<file path="config.mk">
export PLATFORM = sky130hd
export DESIGN_NAME = motor_speed_pid_regulator_flat
export DESIGN_NICKNAME = d
export VERILOG_FILES = /design/src/rtl/mspr_pkg.sv /design/src/rtl/mspr_ifs.sv /design/src/rtl/motor_speed_pid_regulator.sv /design/src/flat_wrapper.sv
export VERILOG_INCLUDE_DIRS = /design/src /design/src/rtl
export SDC_FILE = /design/constraint.sdc
export NUM_CORES = 2
export LEC_CHECK = 0
export BUFFER_PORTS_ARGS = -buffer_cell sky130_fd_sc_hd__buf_2
export CAP_MARGIN = 20
export CORE_MARGIN = 4
export CORE_UTILIZATION = 60
export DETAILED_ROUTE_END_ITERATION = 8
export HOLD_SLACK_MARGIN = 0.03
export MAX_ROUTING_LAYER = met4
export PLACE_DENSITY = 0.78
export SLEW_MARGIN = 20
export SYNTH_ARGS = -nofsm -noshare
export SYNTH_HDL_FRONTEND = slang
export SYNTH_SLANG_ARGS = --single-unit
export TNS_END_PERCENT = 1
</file>
<file path="constraint.sdc">
create_clock -name clock -period 10.99 [get_ports clock]
set_clock_uncertainty 0.2 [all_clocks]
set_input_delay 0.5495 -clock clock [delete_from_list [all_inputs] [get_ports clock]]
set_output_delay 0.5495 -clock clock [all_outputs]
set_load 0.1 [all_outputs]
</file>
<file path="src/rtl/motor_speed_pid_regulator_assert.svh">
// ----------------------------------------------------------------------------
// Assertion macros for the motor speed regulator
// Concurrent property wrappers; compiled out when NO_ASSERTIONS is defined.
// ----------------------------------------------------------------------------
`ifndef MOTOR_SPEED_PID_REGULATOR_ASSERT_SVH
`define MOTOR_SPEED_PID_REGULATOR_ASSERT_SVH

`ifndef NO_ASSERTIONS
// same-cycle implication
`define MSPR_ASSERT_IMP(name, clk, rst, ante, cons) \
   name: assert property (@(posedge clk) disable iff (rst) (ante) |-> (cons)) \
      else $error("mspr: same-cycle property failed");
// next-cycle implication
`define MSPR_ASSERT_NEXT(name, clk, rst, ante, cons) \
   name: assert property (@(posedge clk) disable iff (rst) (ante) |=> (cons)) \
      else $error("mspr: next-cycle property failed");
`else
`define MSPR_ASSERT_IMP(name, clk, rst, ante, cons)
`define MSPR_ASSERT_NEXT(name, clk, rst, ante, cons)
`endif

`endif

</file>
<file path="src/rtl/mspr_pkg.sv">
// ----------------------------------------------------------------------------
// Motor speed regulator package
// Constants, register indexes, event kinds and sequencer states.
// ----------------------------------------------------------------------------
package mspr_pkg;

   localparam longint MEASURE_NUMERATOR = 1000000;
   localparam logic [15:0] PID_DIVISOR = 16'd100;
   localparam logic [15:0] SPEED_LOW_LIMIT = 16'd20;
   localparam logic [9:0] OVERFLOW_LIMIT = 10'd500;

   localparam logic [15:0] DRIVE_START = 16'd750;
   localparam logic [16:0] TARGET_FLOOR = 17'(SPEED_LOW_LIMIT) + 17'd10;
   localparam logic [9:0] TALLY_MAX = 10'd1023;

   // register reset values
   localparam logic [15:0] TARGET_RESET = 16'd650;
   localparam logic [15:0] GAIN_P_RESET = 16'd50;
   localparam logic [15:0] GAIN_I_RESET = 16'd10;
   localparam logic [15:0] GAIN_D_RESET = 16'd20;
   localparam logic [15:0] SPEED_HIGH_RESET = 16'd1000;
   localparam logic [15:0] DRIVE_LOW_RESET = 16'd450;
   localparam logic [15:0] DRIVE_HIGH_RESET = 16'd1050;

   // datapath widths
   localparam int NUM_W = $clog2(MEASURE_NUMERATOR + 1);
   localparam int SUM_W = 36;
   localparam int DIV_W = (NUM_W > SUM_W) ? NUM_W : SUM_W;
   localparam int DEN_W = 16;
   localparam int CNT_W = $clog2(DIV_W + 1);
   localparam int ACC_W = DIV_W + 2;

   typedef enum logic [1:0] {
      KIND_REVOLUTION = 2'd0,
      KIND_CONTROL    = 2'd1,
      KIND_OVERFLOW   = 2'd2
   } kind_type;

   typedef enum logic [2:0] {
      CSR_TARGET_SPEED = 3'd0,
      CSR_GAIN_P       = 3'd1,
      CSR_GAIN_I       = 3'd2,
      CSR_GAIN_D       = 3'd3,
      CSR_REGULATE_ON  = 3'd4,
      CSR_SPEED_HIGH   = 3'd5,
      CSR_DRIVE_LOW    = 3'd6,
      CSR_DRIVE_HIGH   = 3'd7
   } csr_index_type;

   typedef enum logic [3:0] {
      ST_IDLE,
      ST_ERROR,
      ST_MUL_P,
      ST_MUL_I,
      ST_MUL_D,
      ST_MUL_SUM,
      ST_DIV_LOAD,
      ST_DIV,
      ST_SPEED,
      ST_DRIVE,
      ST_RESULT
   } state_type;

endpackage

</file>
<file path="src/rtl/mspr_ifs.sv">
// ----------------------------------------------------------------------------
// Motor speed regulator channels
// Event request, result and register write channels with valid/ready.
// ----------------------------------------------------------------------------
interface mspr_req_if;
   logic        valid;
   logic        ready;
   logic [1:0]  kind;
   logic [15:0] period_count;

   modport source (output valid, output kind, output period_count, input ready);
   modport sink (input valid, input kind, input period_count, output ready);
endinterface

interface mspr_rsp_if;
   logic        valid;
   logic        ready;
   logic [15:0] measured_speed;
   logic [15:0] drive_value;
   logic        drive_updated;
   logic        regulating;
   logic        period_was_zero;

   modport source (output valid, output measured_speed, output drive_value,
                   output drive_updated, output regulating, output period_was_zero,
                   input ready);
   modport sink (input valid, input measured_speed, input drive_value,
                 input drive_updated, input regulating, input period_was_zero,
                 output ready);
endinterface

interface mspr_csr_if;
   logic                        valid;
   logic                        ready;
   mspr_pkg::csr_index_type     index;
   logic [15:0]                 data;

   modport source (output valid, output index, output data, input ready);
   modport sink (input valid, input index, input data, output ready);
endinterface

</file>
<file path="src/rtl/motor_speed_pid_regulator.sv">
// ----------------------------------------------------------------------------
// Motor speed PID regulator
// Speed measurement from revolution period, incremental PID on control ticks,
// overflow timeout. One shared multiplier and one shared restoring divider.
// ----------------------------------------------------------------------------
// Revolution event: 36 divider steps, then the speed window check; a zero period skips both.
// Control tick while regulating: the result follows the steps error, three multiplies
//    on one multiplier, sum, divider and drive clamp.
// Other events go straight to ST_RESULT, which loads the result. req.ready returns with
//    the result load, so no new event is taken before then; a stalled result holds it.
// Synchronous reset restores register defaults, drive 750, and clears the regulator state and result valid.
`include "motor_speed_pid_regulator_assert.svh"

module motor_speed_pid_regulator (
   input logic         clock,
   input logic         reset,
   mspr_req_if.sink    req,
   mspr_rsp_if.source  rsp,
   mspr_csr_if.sink    csr
);

   mspr_pkg::state_type state_ff, state_in;

   // configuration
   logic [15:0]        target_ff, target_in;
   logic signed [15:0] gain_p_ff, gain_p_in;
   logic signed [15:0] gain_i_ff, gain_i_in;
   logic signed [15:0] gain_d_ff, gain_d_in;
   logic               regulate_on_ff, regulate_on_in;
   logic [15:0]        speed_high_ff, speed_high_in;
   logic [15:0]        drive_low_ff, drive_low_in;
   logic [15:0]        drive_high_ff, drive_high_in;

   // regulator state
   logic [15:0]        speed_ff, speed_in;
   logic signed [15:0] err1_ff, err1_in;
   logic signed [15:0] err2_ff, err2_in;
   logic [15:0]        acc_ff, acc_in;
   logic [9:0]         tally_ff, tally_in;
   logic               stop_ff, stop_in;

   // working registers
   logic signed [15:0]        e_ff, e_in;
   logic signed [17:0]        s_ff, s_in;
   logic signed [16:0]        d_ff, d_in;
   logic signed [33:0]        prod_ff, prod_in;
   logic signed [mspr_pkg::SUM_W-1:0] sum_ff, sum_in;
   logic                      neg_ff, neg_in;
   logic [mspr_pkg::DIV_W-1:0] div_quo_ff, div_quo_in;
   logic [mspr_pkg::DEN_W-1:0] div_rem_ff, div_rem_in;
   logic [mspr_pkg::DEN_W-1:0] div_den_ff, div_den_in;
   logic [mspr_pkg::CNT_W-1:0] div_cnt_ff, div_cnt_in;
   logic                      div_pid_ff, div_pid_in;
   logic                      updated_ff, updated_in;
   logic                      zero_ff, zero_in;

   // result register
   logic        rsp_valid_ff, rsp_valid_in;
   logic [15:0] rsp_speed_ff, rsp_speed_in;
   logic [15:0] rsp_drive_ff, rsp_drive_in;
   logic        rsp_updated_ff, rsp_updated_in;
   logic        rsp_regulating_ff, rsp_regulating_in;
   logic        rsp_zero_ff, rsp_zero_in;

   // combinational helpers
   logic [15:0]        tgt_eff;
   logic signed [16:0] err_diff;
   logic signed [15:0] err_sat;
   logic signed [34:0] prod_wide;
   logic signed [34:0] prod_half;
   logic signed [mspr_pkg::SUM_W-1:0] sum_neg;
   logic [mspr_pkg::SUM_W-1:0] sum_mag;
   logic [mspr_pkg::DEN_W:0]   rem_sh;
   logic                      rem_ge;
   logic [mspr_pkg::DEN_W-1:0] rem_next;
   logic [15:0]               speed_q;
   logic signed [mspr_pkg::ACC_W-1:0] acc_base, acc_delta, acc_sum;
   logic signed [mspr_pkg::ACC_W-1:0] acc_hi_lim, acc_lo_lim, acc_hi, acc_lo;
   logic                      regulating;

   assign regulating = regulate_on_ff && !stop_ff;

   // effective target, error and its saturation
   always_comb begin
      if (17'(target_ff) <= mspr_pkg::TARGET_FLOOR) begin
         tgt_eff = '0;
      end else if (target_ff >= speed_high_ff) begin
         tgt_eff = speed_high_ff;
      end else begin
         tgt_eff = target_ff;
      end
      err_diff = $signed({1'b0, tgt_eff}) - $signed({1'b0, speed_ff});
      if (err_diff > 17'sd32767) begin
         err_sat = 16'sh7fff;
      end else if (err_diff < -17'sd32768) begin
         err_sat = 16'sh8000;
      end else begin
         err_sat = err_diff[15:0];
      end
   end

   // derivative product halved, truncating toward zero
   assign prod_wide = 35'(prod_ff) + $signed({34'd0, prod_ff[33]});
   assign prod_half = prod_wide >>> 1;

   assign sum_neg = -sum_ff;
   assign sum_mag = sum_ff[mspr_pkg::SUM_W-1] ? sum_neg : sum_ff;

   // one restoring divider step
   assign rem_sh = {div_rem_ff, div_quo_ff[mspr_pkg::DIV_W-1]};
   assign rem_ge = rem_sh >= {1'b0, div_den_ff};
   always_comb begin
      if (rem_ge) begin
         rem_next = mspr_pkg::DEN_W'(rem_sh - {1'b0, div_den_ff});
      end else begin
         rem_next = rem_sh[mspr_pkg::DEN_W-1:0];
      end
   end

   // speed window check on the quotient
   always_comb begin
      if (div_quo_ff <= mspr_pkg::DIV_W'(mspr_pkg::SPEED_LOW_LIMIT) ||
          div_quo_ff > mspr_pkg::DIV_W'(speed_high_ff)) begin
         speed_q = '0;
      end else begin
         speed_q = div_quo_ff[15:0];
      end
   end

   // accumulator update and clamp; high first, then low
   always_comb begin
      acc_base   = $signed(mspr_pkg::ACC_W'(acc_ff));
      acc_delta  = $signed(mspr_pkg::ACC_W'(div_quo_ff));
      acc_sum    = neg_ff ? (acc_base - acc_delta) : (acc_base + acc_delta);
      acc_hi_lim = $signed(mspr_pkg::ACC_W'(drive_high_ff));
      acc_lo_lim = $signed(mspr_pkg::ACC_W'(drive_low_ff));
      acc_hi     = (acc_sum >= acc_hi_lim) ? acc_hi_lim : acc_sum;
      acc_lo     = (acc_hi <= acc_lo_lim) ? acc_lo_lim : acc_hi;
   end

   // sequencer
   always_comb begin
      state_in          = state_ff;
      target_in         = target_ff;
      gain_p_in         = gain_p_ff;
      gain_i_in         = gain_i_ff;
      gain_d_in         = gain_d_ff;
      regulate_on_in    = regulate_on_ff;
      speed_high_in     = speed_high_ff;
      drive_low_in      = drive_low_ff;
      drive_high_in     = drive_high_ff;
      speed_in          = speed_ff;
      err1_in           = err1_ff;
      err2_in           = err2_ff;
      acc_in            = acc_ff;
      tally_in          = tally_ff;
      stop_in           = stop_ff;
      e_in              = e_ff;
      s_in              = s_ff;
      d_in              = d_ff;
      prod_in           = prod_ff;
      sum_in            = sum_ff;
      neg_in            = neg_ff;
      div_quo_in        = div_quo_ff;
      div_rem_in        = div_rem_ff;
      div_den_in        = div_den_ff;
      div_cnt_in        = div_cnt_ff;
      div_pid_in        = div_pid_ff;
      updated_in        = updated_ff;
      zero_in           = zero_ff;
      rsp_valid_in      = rsp_valid_ff;
      rsp_speed_in      = rsp_speed_ff;
      rsp_drive_in      = rsp_drive_ff;
      rsp_updated_in    = rsp_updated_ff;
      rsp_regulating_in = rsp_regulating_ff;
      rsp_zero_in       = rsp_zero_ff;

      if (rsp_valid_ff && rsp.ready) begin
         rsp_valid_in = 1'b0;
      end

      unique case (state_ff)
         mspr_pkg::ST_IDLE: begin
            if (req.valid) begin
               updated_in = 1'b0;
               zero_in    = 1'b0;
               state_in   = mspr_pkg::ST_RESULT;
               case (req.kind)
                  mspr_pkg::KIND_REVOLUTION: begin
                     if (req.period_count == '0) begin
                        speed_in = '0;
                        zero_in  = 1'b1;
                     end else begin
                        div_quo_in = mspr_pkg::DIV_W'(mspr_pkg::MEASURE_NUMERATOR);
                        div_rem_in = '0;
                        div_den_in = req.period_count;
                        div_cnt_in = mspr_pkg::CNT_W'(mspr_pkg::DIV_W);
                        div_pid_in = 1'b0;
                        state_in   = mspr_pkg::ST_DIV;
                     end
                  end
                  mspr_pkg::KIND_CONTROL: begin
                     if (regulating) begin
                        updated_in = 1'b1;
                        state_in   = mspr_pkg::ST_ERROR;
                     end
                  end
                  mspr_pkg::KIND_OVERFLOW: begin
                     if (tally_ff < mspr_pkg::TALLY_MAX) begin
                        tally_in = tally_ff + 10'd1;
                     end
                     if (tally_in >= mspr_pkg::OVERFLOW_LIMIT) begin
                        stop_in = 1'b1;
                     end
                  end
                  default: begin
                  end
               endcase
            end
         end
         mspr_pkg::ST_ERROR: begin
            e_in     = err_sat;
            s_in     = 18'(err_sat) + 18'(err1_ff) + 18'(err2_ff);
            d_in     = 17'(err_sat) - 17'(err1_ff);
            state_in = mspr_pkg::ST_MUL_P;
         end
         mspr_pkg::ST_MUL_P: begin
            prod_in  = gain_p_ff * 18'(e_ff);
            sum_in   = '0;
            state_in = mspr_pkg::ST_MUL_I;
         end
         mspr_pkg::ST_MUL_I: begin
            sum_in   = sum_ff + mspr_pkg::SUM_W'(prod_ff);
            prod_in  = gain_i_ff * s_ff;
            state_in = mspr_pkg::ST_MUL_D;
         end
         mspr_pkg::ST_MUL_D: begin
            sum_in   = sum_ff + mspr_pkg::SUM_W'(prod_ff);
            prod_in  = gain_d_ff * 18'(d_ff);
            state_in = mspr_pkg::ST_MUL_SUM;
         end
         mspr_pkg::ST_MUL_SUM: begin
            sum_in   = sum_ff + mspr_pkg::SUM_W'(prod_half);
            state_in = mspr_pkg::ST_DIV_LOAD;
         end
         mspr_pkg::ST_DIV_LOAD: begin
            // divide the magnitude, restore the sign when applying
            neg_in     = sum_ff[mspr_pkg::SUM_W-1];
            div_quo_in = mspr_pkg::DIV_W'(sum_mag);
            div_rem_in = '0;
            div_den_in = mspr_pkg::PID_DIVISOR;
            div_cnt_in = mspr_pkg::CNT_W'(mspr_pkg::DIV_W);
            div_pid_in = 1'b1;
            state_in   = mspr_pkg::ST_DIV;
         end
         mspr_pkg::ST_DIV: begin
            div_rem_in = rem_next;
            div_quo_in = {div_quo_ff[mspr_pkg::DIV_W-2:0], rem_ge};
            div_cnt_in = div_cnt_ff - mspr_pkg::CNT_W'(1);
            if (div_cnt_ff == mspr_pkg::CNT_W'(1)) begin
               state_in = div_pid_ff ? mspr_pkg::ST_DRIVE : mspr_pkg::ST_SPEED;
            end
         end
         mspr_pkg::ST_SPEED: begin
            speed_in = speed_q;
            state_in = mspr_pkg::ST_RESULT;
         end
         mspr_pkg::ST_DRIVE: begin
            acc_in   = acc_lo[15:0];
            err2_in  = err1_ff;
            err1_in  = e_ff;
            state_in = mspr_pkg::ST_RESULT;
         end
         mspr_pkg::ST_RESULT: begin
            if (!rsp_valid_ff || rsp.ready) begin
               rsp_valid_in      = 1'b1;
               rsp_speed_in      = speed_ff;
               rsp_drive_in      = acc_ff;
               rsp_updated_in    = updated_ff;
               rsp_regulating_in = regulating;
               rsp_zero_in       = zero_ff;
               state_in          = mspr_pkg::ST_IDLE;
            end
         end
         default: begin
            state_in = mspr_pkg::ST_IDLE;
         end
      endcase

      if (csr.valid) begin
         unique case (csr.index)
            mspr_pkg::CSR_TARGET_SPEED: target_in      = csr.data;
            mspr_pkg::CSR_GAIN_P:       gain_p_in      = csr.data;
            mspr_pkg::CSR_GAIN_I:       gain_i_in      = csr.data;
            mspr_pkg::CSR_GAIN_D:       gain_d_in      = csr.data;
            mspr_pkg::CSR_REGULATE_ON:  regulate_on_in = csr.data[0];
            mspr_pkg::CSR_SPEED_HIGH:   speed_high_in  = csr.data;
            mspr_pkg::CSR_DRIVE_LOW:    drive_low_in   = csr.data;
            mspr_pkg::CSR_DRIVE_HIGH:   drive_high_in  = csr.data;
            default: begin
            end
         endcase
      end
   end

   always_ff @(posedge clock) begin
      if (reset) begin
         state_ff       <= mspr_pkg::ST_IDLE;
         target_ff      <= mspr_pkg::TARGET_RESET;
         gain_p_ff      <= mspr_pkg::GAIN_P_RESET;
         gain_i_ff      <= mspr_pkg::GAIN_I_RESET;
         gain_d_ff      <= mspr_pkg::GAIN_D_RESET;
         regulate_on_ff <= 1'b0;
         speed_high_ff  <= mspr_pkg::SPEED_HIGH_RESET;
         drive_low_ff   <= mspr_pkg::DRIVE_LOW_RESET;
         drive_high_ff  <= mspr_pkg::DRIVE_HIGH_RESET;
         speed_ff       <= '0;
         err1_ff        <= '0;
         err2_ff        <= '0;
         acc_ff         <= mspr_pkg::DRIVE_START;
         tally_ff       <= '0;
         stop_ff        <= 1'b0;
         rsp_valid_ff   <= 1'b0;
      end else begin
         state_ff       <= state_in;
         target_ff      <= target_in;
         gain_p_ff      <= gain_p_in;
         gain_i_ff      <= gain_i_in;
         gain_d_ff      <= gain_d_in;
         regulate_on_ff <= regulate_on_in;
         speed_high_ff  <= speed_high_in;
         drive_low_ff   <= drive_low_in;
         drive_high_ff  <= drive_high_in;
         speed_ff       <= speed_in;
         err1_ff        <= err1_in;
         err2_ff        <= err2_in;
         acc_ff         <= acc_in;
         tally_ff       <= tally_in;
         stop_ff        <= stop_in;
         rsp_valid_ff   <= rsp_valid_in;
      end
   end

   always_ff @(posedge clock) begin
      e_ff              <= e_in;
      s_ff              <= s_in;
      d_ff              <= d_in;
      prod_ff           <= prod_in;
      sum_ff            <= sum_in;
      neg_ff            <= neg_in;
      div_quo_ff        <= div_quo_in;
      div_rem_ff        <= div_rem_in;
      div_den_ff        <= div_den_in;
      div_cnt_ff        <= div_cnt_in;
      div_pid_ff        <= div_pid_in;
      updated_ff        <= updated_in;
      zero_ff           <= zero_in;
      rsp_speed_ff      <= rsp_speed_in;
      rsp_drive_ff      <= rsp_drive_in;
      rsp_updated_ff    <= rsp_updated_in;
      rsp_regulating_ff <= rsp_regulating_in;
      rsp_zero_ff       <= rsp_zero_in;
   end

   assign req.ready           = (state_ff == mspr_pkg::ST_IDLE);
   assign csr.ready           = 1'b1;
   assign rsp.valid           = rsp_valid_ff;
   assign rsp.measured_speed  = rsp_speed_ff;
   assign rsp.drive_value     = rsp_drive_ff;
   assign rsp.drive_updated   = rsp_updated_ff;
   assign rsp.regulating      = rsp_regulating_ff;
   assign rsp.period_was_zero = rsp_zero_ff;

   `MSPR_ASSERT_NEXT(a_transfer_starts_work, clock, reset, req.valid && req.ready,
      state_ff != mspr_pkg::ST_IDLE)
   `MSPR_ASSERT_IMP(a_stop_needs_tally, clock, reset, stop_ff,
      tally_ff >= mspr_pkg::OVERFLOW_LIMIT)
   `MSPR_ASSERT_IMP(a_update_while_regulating, clock, reset,
      rsp.valid && rsp.drive_updated, rsp.regulating)
   `MSPR_ASSERT_IMP(a_zero_period_speed, clock, reset, rsp.valid && rsp.period_was_zero,
      rsp.measured_speed == 16'd0 && !rsp.drive_updated)

endmodule
</file>
<file path="src/flat_wrapper.sv">
// flat-port wrapper written by rule: the top's interface ports become plain ports
module motor_speed_pid_regulator_flat 
  (clock, reset, req_valid, req_kind, req_period_count, req_ready, rsp_valid, rsp_measured_speed, rsp_drive_value, rsp_drive_updated, rsp_regulating, rsp_period_was_zero, rsp_ready, csr_valid, csr_index, csr_data, csr_ready);
  mspr_req_if req_i ();
  mspr_rsp_if rsp_i ();
  mspr_csr_if csr_i ();
  input logic clock;
  input logic reset;
  input wire logic [$bits(req_i.valid)-1:0] req_valid;
  input wire logic [$bits(req_i.kind)-1:0] req_kind;
  input wire logic [$bits(req_i.period_count)-1:0] req_period_count;
  output wire logic [$bits(req_i.ready)-1:0] req_ready;
  output wire logic [$bits(rsp_i.valid)-1:0] rsp_valid;
  output wire logic [$bits(rsp_i.measured_speed)-1:0] rsp_measured_speed;
  output wire logic [$bits(rsp_i.drive_value)-1:0] rsp_drive_value;
  output wire logic [$bits(rsp_i.drive_updated)-1:0] rsp_drive_updated;
  output wire logic [$bits(rsp_i.regulating)-1:0] rsp_regulating;
  output wire logic [$bits(rsp_i.period_was_zero)-1:0] rsp_period_was_zero;
  input wire logic [$bits(rsp_i.ready)-1:0] rsp_ready;
  input wire logic [$bits(csr_i.valid)-1:0] csr_valid;
  input wire logic [$bits(csr_i.index)-1:0] csr_index;
  input wire logic [$bits(csr_i.data)-1:0] csr_data;
  output wire logic [$bits(csr_i.ready)-1:0] csr_ready;
  assign req_i.valid = req_valid;
  assign req_i.kind = req_kind;
  assign req_i.period_count = req_period_count;
  assign req_ready = req_i.ready;
  assign rsp_valid = rsp_i.valid;
  assign rsp_measured_speed = rsp_i.measured_speed;
  assign rsp_drive_value = rsp_i.drive_value;
  assign rsp_drive_updated = rsp_i.drive_updated;
  assign rsp_regulating = rsp_i.regulating;
  assign rsp_period_was_zero = rsp_i.period_was_zero;
  assign rsp_i.ready = rsp_ready;
  assign csr_i.valid = csr_valid;
  assign csr_i.index = csr_index;
  assign csr_i.data = csr_data;
  assign csr_ready = csr_i.ready;
  motor_speed_pid_regulator u_core (.clock(clock), .reset(reset), .req(req_i), .rsp(rsp_i), .csr(csr_i));
endmodule
</file>
==> impl_metrics.json <==
{
  "hold_class": "input port to register",
  "synth_top_flop_cell": "edfxtp_1",
  "hpwl_um": 121000,
  "slew_violations": 0,
  "status": "complete, no violations",
  "cts_root_buf": "clkbuf_16",
  "hp-start": "req_period_count[15]",
  "die_w_um": 318,
  "syn_nets": 7783,
  "synth_commonest_cells": "inv_1 (1087), nand2_1 (940), fa_1 (850)",
  "finalSetupViolations": 0,
  "netlist_instances": 6438,
  "holdWs_ps": 66.9,
  "die_area_um2": 101000,
  "reg2reg_setup_slack_ps": 1820,
  "antenna_left": 0,
  "seq_area_um2": 10900,
  "leakagePower_nw": 28.0,
  "ys_warn_count": 0,
  "grt.total_usage_pct": 31.9,
  "cp_slowest_stage_delay_ps": 670,
  "ys_types": 89,
  "syn_area_um2": 57500,
  "maxCapViolCount": 0,
  "dp_cells": 7569,
  "antenna_found_initial": 3,
  "final_hold_viol_count": 0,
  "clockBufferDepth": 3,
  "crit_type": "register to register",
  "drt_iter0_drc": 3796,
  "tritoncts": "yes",
  "port_buffers": 78,
  "synth_edf_count": 234,
  "die_y_um": 318,
  "core_area_um2": 95000,
  "nNetsFinal": 7710,
  "drive_gt1_share_pct": 4.06,
  "totalPowerFinal_mw": 13.5,
  "ys_seq_area_share_pct": 18.9,
  "rows": 113,
  "fin_util_pct": 63.9,
  "grt_setup_unrepaired": "false",
  "cts_buffers": 49,
  "finalNonFillerCells": 7674,
  "worst-endpoint-arrival_ps": 9520,
  "fin_setup_tns_ps": 0,
  "multi_input_area_um2": 41600,
  "critical_path_required_ps": 11350,
  "insertion_delay_ps": 640,
  "grt_pass1_wl_um": 250000,
  "fillers": 7882,
  "cts_resized": 0,
  "placed_area_um2": 58900,
  "r2r_end": "u_core.acc_ff[15]$_SDFFE_PP0P_",
  "ioPinCount": 80,
  "final.min_clock_period_ps": 9170,
  "grt_max_degree": 87,
  "synth.most_common_cell": "inv_1",
  "start_util_pct": 60.5,
  "preCtsSetupSlack_ps": 2000,
  "firstDrtPassIters": 6,
  "gr-total-overflow": 0,
  "drc": 0,
  "setup_ws_ps": 1820,
  "cp_max_fo": 26,
  "worstMarginPinSlew_ps": 1110,
  "clock.fmax_mhz": 109,
  "syn-mean-instance-area_um2": 8.93,
  "final_cell_area_um2": 60700,
  "routed_via_density": 5.91,
  "slowest_stage": "o31ai_1",
  "startpoint_type": "register",
  "area_growth_pct": 5.59,
  "cts_hold_buffers": 8,
  "holdPathEnd": "u_core.div_den_ff[15]$_SDFFCE_PP0P_",
  "post_cts_buffers": 0,
  "first_global_vias": 46200,
  "clkTransAtPathRegs_ps": 60,
  "synthArstFlopShare_pct": 0,
  "cp-end-kind": "register",
  "path_common_cell": "o21a_1",
  "reg2reg_depth": 36,
  "wl_per_cell_um": 20.2,
  "synth_seq_cells": 427,
  "power_density_nw_per_um2": 222,
  "min_path_cells": 2,
  "yosysTopAreaCell": "fa_1",
  "vias": 45400,
  "wirelength_um": 155000,
  "maxSlewHeadroom_pct": 26.2,
  "peakVddDrop_mv": 0.212,
  "yosys-top-cells-area": "fa_1 (30%), edfxtp_1 (12%), ha_1 (9.9%)",
  "fin_crit_sh_pct": 83.4,
  "cts.sinks": 427,
  "h-tree-depth": 2,
  "r2r_start": "u_core.div_quo_ff[1]$_DFFE_PP_",
  "gp_congestion": 0.976,
  "yosysTopAreaCellShare_pct": 29.6
}
==> cell families (layout without fill, tap and decap cells) <==
family | after synthesis | after routing | share of synthesized area [%]
AO/OA/AOI/OAI | 1055 | 1055 | 11.5
buffers and inverters | 1346 | 1314 | 8.85
XOR/XNOR | 253 | 253 | 3.85
adder cells (fa/ha/maj) | 1304 | 1304 | 39.5
multiplexers | 58 | 58 | 1.04
AND/OR/NAND/NOR | 1994 | 1994 | 16.3
flip-flops | 427 | 427 | 18.9
other | 1 | 4 | 0.00652
==> state kept, by name, summed over array words and instances, names as in the netlist, 17 cells and up <==
name	flops
u_core.s_ff	18
u_core.d_ff	17
u_core.prod_ff	34
u_core.sum_ff	36
u_core.div_quo_ff	36
==> critical path, delay by kind of cell (launching register included) <==
kind / cells / cell delay (ps)
AO/OA/AOI/OAI: 19 / 4040
AND/OR/NAND/NOR: 10 / 2120
adder cells (fa/ha/maj): 3 / 1080
buffers and inverters: 2 / 510
flip-flops: 1 / 480
multiplexers: 1 / 400
XOR/XNOR: 1 / 230
==> how the worst max path moves through the flow <==
stage	slack, ps	startpoint	end
2_1_floorplan	2530	u_core.target_ff[0]$_SDFFE_PP0P_	u_core.s_ff[15]$_DFFE_PP_
3_3_place_gp	2190	u_core.div_quo_ff[1]$_DFFE_PP_	u_core.acc_ff[5]$_SDFFE_PP1P_
3_5_place_dp	2000	u_core.div_quo_ff[1]$_DFFE_PP_	u_core.acc_ff[9]$_SDFFE_PP1P_
4_1_cts	1920	u_core.div_quo_ff[1]$_DFFE_PP_	u_core.acc_ff[11]$_SDFFE_PP0P_
5_1_grt	1020	u_core.div_quo_ff[1]$_DFFE_PP_	u_core.acc_ff[13]$_SDFFE_PP0P_
6_report	1820	u_core.div_quo_ff[1]$_DFFE_PP_	u_core.acc_ff[15]$_SDFFE_PP0P_
==> layout by cell type (no fill, tap or decap), types with 25 or more instances in the layout <==
master,count
inv_1,1087
nand2_1,940
fa_1,850
ha_1,453
a21oi_1,339
and2_1,320
nor2_1,250
edfxtp_1,234
o21ai_0,230
dfxtp_1,193
xnor2_1,163
a21o_1,91
nand2b_1,90
xor2_1,90
nand3_1,85
buf_2,77
nor3_1,66
o21a_1,54
nor2b_1,51
clkbuf_16,51
buf_4,47
mux2i_1,46
nand4_1,42
o22ai_1,34
a22oi_1,33
o21bai_1,32
or3_1,28
a31oi_1,28
o31ai_1,26
o211ai_1,25
==> power by group <==
group          internal [mW]  leakage [nW]  switching, mW
Clock                  0.994         0.824          0.737
Combinational           3.55          23.5           5.40
Sequential              2.18          3.70          0.593
==> routing by layer <==
| layer | track usage [%] | vias up | wire length, um |
|---|---|---|---|
| li1 | - | 20600 | - |
| met1 | 40.3 | 22400 | 59900 |
| met2 | 49.9 | 1962 | 72800 |
| met3 | 5.04 | 428 | 12700 |
| met4 | 16.5 | 0 | 9830 |
| met5 | - | - | 0 |
==> layout make-up <==
type,count,area share (%)
clock inverters,28,0.567
repair buffers,134,1.43
well taps,1265,2.61
diodes,3,0.0124
inverters,1088,6.73
multi-input cells,4665,68.5
flip-flops and latches,427,17.9
clock buffers,64,2.22
No activity file was read; power rests on OpenSTA's default activity.
